**config.mk**
```make
export PLATFORM = sky130hd
export DESIGN_NAME = time_ordered_priority_queue_core
export DESIGN_NICKNAME = d
export VERILOG_FILES = /design/src/hdl/topq_pkg.sv /design/src/hdl/time_ordered_priority_queue_core.sv /design/src/hdl/topq_store.sv
export SDC_FILE = /design/constraint.sdc
export NUM_CORES = 1
export LEC_CHECK = 0
export BUFFER_PORTS_ARGS = -buffer_cell sky130_fd_sc_hd__buf_2
export CORE_MARGIN = 3
export CORE_UTILIZATION = 50
export DETAILED_ROUTE_END_ITERATION = 12
export PLACE_DENSITY = 0.68
export REMOVE_ABC_BUFFERS = 1
export SYNTH_ARGS = -nofsm -noshare
export SYNTH_HDL_FRONTEND = slang
export SYNTH_SLANG_ARGS = --single-unit
export TNS_END_PERCENT = 100
```
**constraint.sdc**
```tcl
create_clock -name i_clk -period 18.86 [get_ports i_clk]
set_input_delay 5.658 -clock i_clk [delete_from_list [all_inputs] [get_ports i_clk]]
set_output_delay 5.658 -clock i_clk [all_outputs]
set_load 0.03 [all_outputs]
```
**src/hdl/topq_pkg.sv**
```systemverilog
package topq_pkg;

    // command codes
    localparam logic CMD_INSERT = 1'b0;
    localparam logic CMD_POP    = 1'b1;

    // result status codes
    typedef enum logic [1:0] {
        ST_OK    = 2'd0,
        ST_FULL  = 2'd1,
        ST_EMPTY = 2'd2
    } t_status;

endpackage

```
**src/hdl/time_ordered_priority_queue_core.sv**
```systemverilog
// pop: reads the head entry, then registers the result; an insert into an empty queue writes it directly
// other inserts walk back from the tail, shifting each entry not earlier than the new one up one place
// full insert or empty pop goes straight to the result; one item at a time, o_stall high while busy
// each step is one registered read and one write of the simple dual-port entry memory
// reset (synchronous, i_rst_n low) empties the queue and drops any pending result
module time_ordered_priority_queue_core import topq_pkg::*; #(
    parameter int DEPTH     = 16,
    parameter int TIME_BITS = 32,
    parameter int TAG_BITS  = 16
) (
    input  logic                         i_clk,
    input  logic                         i_rst_n,
    // request channel
    input  logic                         i_valid,
    output logic                         o_stall,
    input  logic                         i_command,
    input  logic [TIME_BITS-1:0]         i_event_time,
    input  logic [TAG_BITS-1:0]          i_payload_tag,
    // result channel
    output logic                         o_valid,
    input  logic                         i_stall,
    output logic [TIME_BITS-1:0]         o_out_time,
    output logic [TAG_BITS-1:0]          o_out_tag,
    output logic                         o_out_valid,
    output logic [1:0]                   o_status,
    output logic [$clog2(DEPTH+1)-1:0]   o_entry_count
);

    localparam int AW = $clog2(DEPTH);
    localparam int CW = $clog2(DEPTH + 1);
    localparam int EW = TIME_BITS + TAG_BITS;
    localparam logic [AW:0] DEPTH_W = (AW + 1)'(DEPTH);
    localparam logic [CW-1:0] DEPTH_C = CW'(DEPTH);

    typedef enum logic [2:0] {
        S_IDLE,
        S_RD,
        S_INS,
        S_NEW,
        S_POP,
        S_OUT
    } t_state;

    t_state            r_state;
    logic [CW-1:0]     r_count;
    logic [AW-1:0]     r_head;
    logic [AW-1:0]     r_idx;
    logic              r_cmd;
    logic [TIME_BITS-1:0] r_time;
    logic [TAG_BITS-1:0]  r_tag;
    logic [TIME_BITS-1:0] r_p_time;
    logic [TAG_BITS-1:0]  r_p_tag;
    logic              r_p_vld;
    t_status           r_p_st;

    logic              n_we;
    logic [AW-1:0]     n_wlog;
    logic [AW-1:0]     n_waddr;
    logic [AW-1:0]     n_raddr;
    logic [EW-1:0]     n_wdata;
    logic [EW-1:0]     rd_data;
    logic              key_ge;

    // logical position to memory address in the circular store
    function automatic logic [AW-1:0] phys(input logic [AW-1:0] base,
                                           input logic [AW-1:0] ofs);
        logic [AW:0] s;
        s = {1'b0, base} + {1'b0, ofs};
        if (s >= DEPTH_W) begin
            s = s - DEPTH_W;
        end
        return s[AW-1:0];
    endfunction

    topq_store #(
        .DEPTH (DEPTH),
        .WIDTH (EW)
    ) u_store (
        .i_clk   (i_clk),
        .i_we    (n_we),
        .i_waddr (n_waddr),
        .i_wdata (n_wdata),
        .i_raddr (n_raddr),
        .o_rdata (rd_data)
    );

    // shared compare: stored key against the key being inserted
    assign key_ge = (rd_data[EW-1:TAG_BITS] >= r_time);

    // store access: shift an entry up one place or drop the new entry in
    always_comb begin
        n_we    = (r_state == S_INS) || (r_state == S_NEW);
        n_wlog  = (r_state == S_INS) ? r_idx + AW'(1) : r_idx;
        n_waddr = phys(r_head, n_wlog);
        n_raddr = phys(r_head, r_idx);
        n_wdata = ((r_state == S_INS) && key_ge) ? rd_data : {r_time, r_tag};
    end

    assign o_stall = (r_state != S_IDLE);

    // sequencer with registered result
    always_ff @(posedge i_clk) begin
        if (!i_rst_n) begin
            r_state <= S_IDLE;
            r_count <= '0;
            r_head  <= '0;
            o_valid <= 1'b0;
        end else begin
            if (o_valid && !i_stall && (r_state != S_OUT)) begin
                o_valid <= 1'b0;
            end
            unique case (r_state)
                S_IDLE: begin
                    if (i_valid) begin
                        r_cmd    <= i_command;
                        r_time   <= i_event_time;
                        r_tag    <= i_payload_tag;
                        r_p_time <= '0;
                        r_p_tag  <= '0;
                        r_p_vld  <= 1'b0;
                        r_p_st   <= ST_OK;
                        if (i_command == CMD_INSERT) begin
                            if (r_count == DEPTH_C) begin
                                r_p_st  <= ST_FULL;
                                r_state <= S_OUT;
                            end else if (r_count == '0) begin
                                r_idx   <= '0;
                                r_state <= S_NEW;
                            end else begin
                                r_idx   <= AW'(r_count - CW'(1));
                                r_state <= S_RD;
                            end
                        end else begin
                            if (r_count == '0) begin
                                r_p_st  <= ST_EMPTY;
                                r_state <= S_OUT;
                            end else begin
                                r_idx   <= '0;
                                r_state <= S_RD;
                            end
                        end
                    end
                end
                S_RD: begin
                    r_state <= (r_cmd == CMD_POP) ? S_POP : S_INS;
                end
                S_INS: begin
                    if (key_ge) begin
                        if (r_idx == '0) begin
                            r_state <= S_NEW;
                        end else begin
                            r_idx   <= r_idx - AW'(1);
                            r_state <= S_RD;
                        end
                    end else begin
                        r_count <= r_count + CW'(1);
                        r_state <= S_OUT;
                    end
                end
                S_NEW: begin
                    r_count <= r_count + CW'(1);
                    r_state <= S_OUT;
                end
                S_POP: begin
                    r_p_time <= rd_data[EW-1:TAG_BITS];
                    r_p_tag  <= rd_data[TAG_BITS-1:0];
                    r_p_vld  <= 1'b1;
                    r_head   <= phys(r_head, AW'(1));
                    r_count  <= r_count - CW'(1);
                    r_state  <= S_OUT;
                end
                S_OUT: begin
                    if (!o_valid || !i_stall) begin
                        o_valid       <= 1'b1;
                        o_out_time    <= r_p_time;
                        o_out_tag     <= r_p_tag;
                        o_out_valid   <= r_p_vld;
                        o_status      <= r_p_st;
                        o_entry_count <= r_count;
                        r_state       <= S_IDLE;
                    end
                end
                default: begin
                    r_state <= S_IDLE;
                end
            endcase
        end
    end

    // checks
    a_count_range: assert property (@(posedge i_clk) disable iff (!i_rst_n)
        r_count <= DEPTH_C)
        else $error("entry count above depth");

    a_pop_ok: assert property (@(posedge i_clk) disable iff (!i_rst_n)
        o_valid && o_out_valid |-> o_status == ST_OK)
        else $error("popped entry with error status");

    a_full_count: assert property (@(posedge i_clk) disable iff (!i_rst_n)
        o_valid && (o_status == ST_FULL) |-> o_entry_count == DEPTH_C)
        else $error("full status with queue not full");

    a_empty_count: assert property (@(posedge i_clk) disable iff (!i_rst_n)
        o_valid && (o_status == ST_EMPTY) |-> o_entry_count == '0 && !o_out_valid)
        else $error("empty status with entries left");

endmodule

```
**src/hdl/topq_store.sv**
```systemverilog
module topq_store import topq_pkg::*; #(
    parameter int DEPTH = 16,
    parameter int WIDTH = 48
) (
    input  logic                     i_clk,
    input  logic                     i_we,
    input  logic [$clog2(DEPTH)-1:0] i_waddr,
    input  logic [WIDTH-1:0]         i_wdata,
    input  logic [$clog2(DEPTH)-1:0] i_raddr,
    output logic [WIDTH-1:0]         o_rdata
);

    logic [WIDTH-1:0] r_mem [DEPTH];

    // one write port, one registered read port
    always_ff @(posedge i_clk) begin
        if (i_we) begin
            r_mem[i_waddr] <= i_wdata;
        end
        o_rdata <= r_mem[i_raddr];
    end

endmodule

```
==> results.txt <==
Worst-path clk slew -> 0.07 ns
Final Wtd Congestion -> 0.772
vias -> 17100
RSZ-0062 raised after global routing -> false
first-pass GRT wire length -> 117000 um
Routed WL -> 78600 um
Startpoint Class -> flip-flop
CP delay by family, top -> simple AND/OR/NAND/NOR gates
row count -> 99
Worst-Margin Slew -> 1.21 ns
Initial Util -> 51.0%
slowest cell delay on critical path -> 0.45 ns
CTS sink cnt -> 989
commonest non-fill, non-tap cell in the layout -> edfxtp_1
die width -> 280 um
endpoints failing hold -> 0
Num CTS Buffers -> 97
First DRT Iteration DRCs -> 1612
GR Overflow Total -> 0
largest net degree at the start of global routing -> 73
Post-Syn Area -> 0.0376 mm^2
die footprint -> 0.0785 mm^2
P_int -> 4.60 mW
DRC Markers -> 0
antenna violations before repair -> 0
clock share of power -> 30.4%
Sw Pwr -> 1.69 mW
worst skew pair latency -> 0.64 ns
Fillers -> 5246
post-route setup TNS -> 0 ns
vias in the first global route -> 17800
YS warnings -> 0
cell count after synthesis -> 1672
Post-CTS Setup Inserts -> 0
LEAKAGE -> 14.0 nW
vias per inst -> 5.95
combinational fraction of design power -> 25.1%
fin crit period -> 7.50 ns
Pwr Density -> 148 mW/mm^2
Crit-path slowest cell -> nor3_1
synthesized area per cell -> 22.5 um^2
Sw Share -> 26.9%
sequential cell area -> 0.0291 mm^2
number of I/O port buffers -> 110
Overall Power -> 6.30 mW
most frequent cells in the layout -> edfxtp_1, mux4_2, buf_2, clkbuf_16, dfxtp_1
Reg power frac -> 44.5%
Final setup viols -> 0
f_max -> 0.133 GHz
Final Net Count -> 1940
post-cts resize count -> 0
CTS Hold Bufs -> 0
TritonCTS clock tree -> built
final antenna-violating net count -> 0
synth unique cells -> 47
CP cell instances -> nor3_1, inv_1, buf_2
Core ar. -> 0.0737 mm^2
Layout area overhead -> 13.5%
Max-slew headroom -> 19.3%
share of layout cells above drive strength 1 -> 31.2%
HPWL Detailed -> 39000 um
required time worst endpoint -> 13.20 ns
Arr. time, crit path -> 1.84 ns
H-tree levels -> 3
fin. max-slew vios -> 0
status -> complete, no violations
critical path endpoint category -> primary output
crit share post-route -> 39.7%
Avg WL per Cell -> 27.3 um
skew final -> 0.0214 ns
Tightest Hold Check Type -> flip-flop to flip-flop
first-pass iteration count of the detailed router -> 6
area of the multi-input gates -> 0.00822 mm^2
VDD IR-drop max -> 0.105 mV
Max Cap Viol -> 0
num ports -> 111
Die Y -> 280 um
Buf/Inv on CP -> 2
Seq cells post-synth -> 989
number of diodes -> 0
clk buf depth -> 3
total global-route track usage -> 20.4%
WS Path Type -> flip-flop to primary output
CP Max Fanout -> 12
sequential fraction of the synthesis area -> 77.4%
Finished Core Util -> 57.8%
CTS root buf -> clkbuf_16
[final cells by class]
cell class                      count  share of cell area (%)
Sequential cell                   989                    68.2
Multi-Input combinational cell    569                    19.3
Clock buffer                      124                    6.22
Tap cell                          959                    2.81
Timing Repair Buffer              140                    1.82
Clock inverter                     56                    1.27
Inverter                           43                   0.379
[flip-flops by register name, indices dropped and copies added (netlist names)]
| name | flops |
|---|---|
| o_entry_count | 5 |
| r_p_tag | 16 |
| r_cmd | 1 |
| r_time | 32 |
| r_state | 3 |
| r_tag | 16 |
| o_status | 2 |
| r_p_vld | 1 |
| o_out_tag | 16 |
| r_idx | 4 |
| r_count | 5 |
| r_head | 4 |
| u_store.o_rdata | 48 |
| o_valid | 1 |
| o_out_time | 32 |
| u_store.r_mem | 768 |
| r_p_st | 2 |
| o_out_valid | 1 |
| r_p_time | 32 |
[kinds of logic after synthesis]
group,after synthesis,synth area share [%]
AND/OR/NAND/NOR,156,2.24
XOR/XNOR,18,0.420
flip-flops,989,77.4
buffers and inverters,114,1.21
multiplexers,294,16.2
adder cells (fa/ha/maj),47,1.61
AO/OA/AOI/OAI,54,0.922
[per-layer routing]
layer	up-vias	wire (um)	GRT usage (%)	share of wire, %
li1	7246	-	-	-
met1	9133	32300	28.8	41
met2	652	39000	33.1	50
met3	110	5640	3.89	7.2
met4	0	1540	5.67	2.0
met5	-	0	0	0
[final timing paths]
check / slack, ns / startpoint / cells after the start / end
hold / removal: 0.41 / r_p_time[18] / 0 / o_out_time[18]
hold reg to reg: 0.41 / r_p_time[18] / 0 / o_out_time[18]
setup reg to reg: 14.11 / r_state[1] / 9 / u_store.r_mem[14][29]
setup / recovery: 11.36 / r_state[2] / 3 / o_stall
[synthesized netlist by cell type, drive strengths merged]
cell type | count | area share (%)
clkbuf | 47 | 0.47
or3 | 2 | 0.033
ha | 45 | 1.5
nand3 | 3 | 0.040
a211oi | 1 | 0.020
a2111oi | 1 | 0.023
mux2 | 48 | 1.6
a21boi | 2 | 0.040
o211ai | 2 | 0.040
nand3b | 2 | 0.040
buf | 24 | 0.31
nand2 | 28 | 0.28
mux2i | 6 | 0.16
dfxtp | 61 | 3.2
and2 | 50 | 0.83
o22ai | 4 | 0.067
mux4 | 240 | 14
xor2 | 5 | 0.12
nor3b | 3 | 0.060
o21ai | 12 | 0.16
edfxtp | 928 | 74
a311oi | 1 | 0.070
nor4 | 6 | 0.10
inv | 43 | 0.43
o21a | 3 | 0.060
nor4b | 1 | 0.023
fa | 2 | 0.11
nor2 | 29 | 0.30
a221oi | 1 | 0.023
nor2b | 5 | 0.083
nor3 | 8 | 0.12
or4b | 1 | 0.037
a31oi | 2 | 0.033
a41oi | 1 | 0.023
o41a | 1 | 0.030
a21oi | 19 | 0.25
a21o | 3 | 0.060
and3 | 2 | 0.033
xnor2 | 13 | 0.30
nand2b | 8 | 0.13
nand4 | 8 | 0.13
o31ai | 1 | 0.020
[power by group through the flow]
| stage | Clock [mW] | Sequential [mW] | Combinational (mW) |
|---|---|---|---|
| finish | 1.92 | 2.80 | 1.58 |
| CTS | 1.96 | 2.80 | 1.61 |
| floorplan | 0 | 2.82 | 1.49 |
| detailed placement | 0 | 2.84 | 1.61 |
| global placement | 0 | 2.84 | 1.58 |
| global route | 2.05 | 2.82 | 1.71 |
[stage by stage]
| step | std cells | setup WS (ns) | area [um^2] | hold WS (ns) |
|---|---|---|---|---|
| 2_1_floorplan | 1601 | 9.01 | 37300 | 0.400 |
| 3_3_place_gp | 2700 | 11.52 | 39400 | 0.405 |
| 3_5_place_dp | 2700 | 11.45 | 39400 | 0.405 |
| 4_1_cts | 2880 | 11.36 | 42600 | 0.418 |
| 5_1_grt | 2880 | 11.29 | 42600 | 0.420 |
| 6_report | 2880 | 11.36 | 42600 | 0.413 |
(Power assumes the default switching activity.)
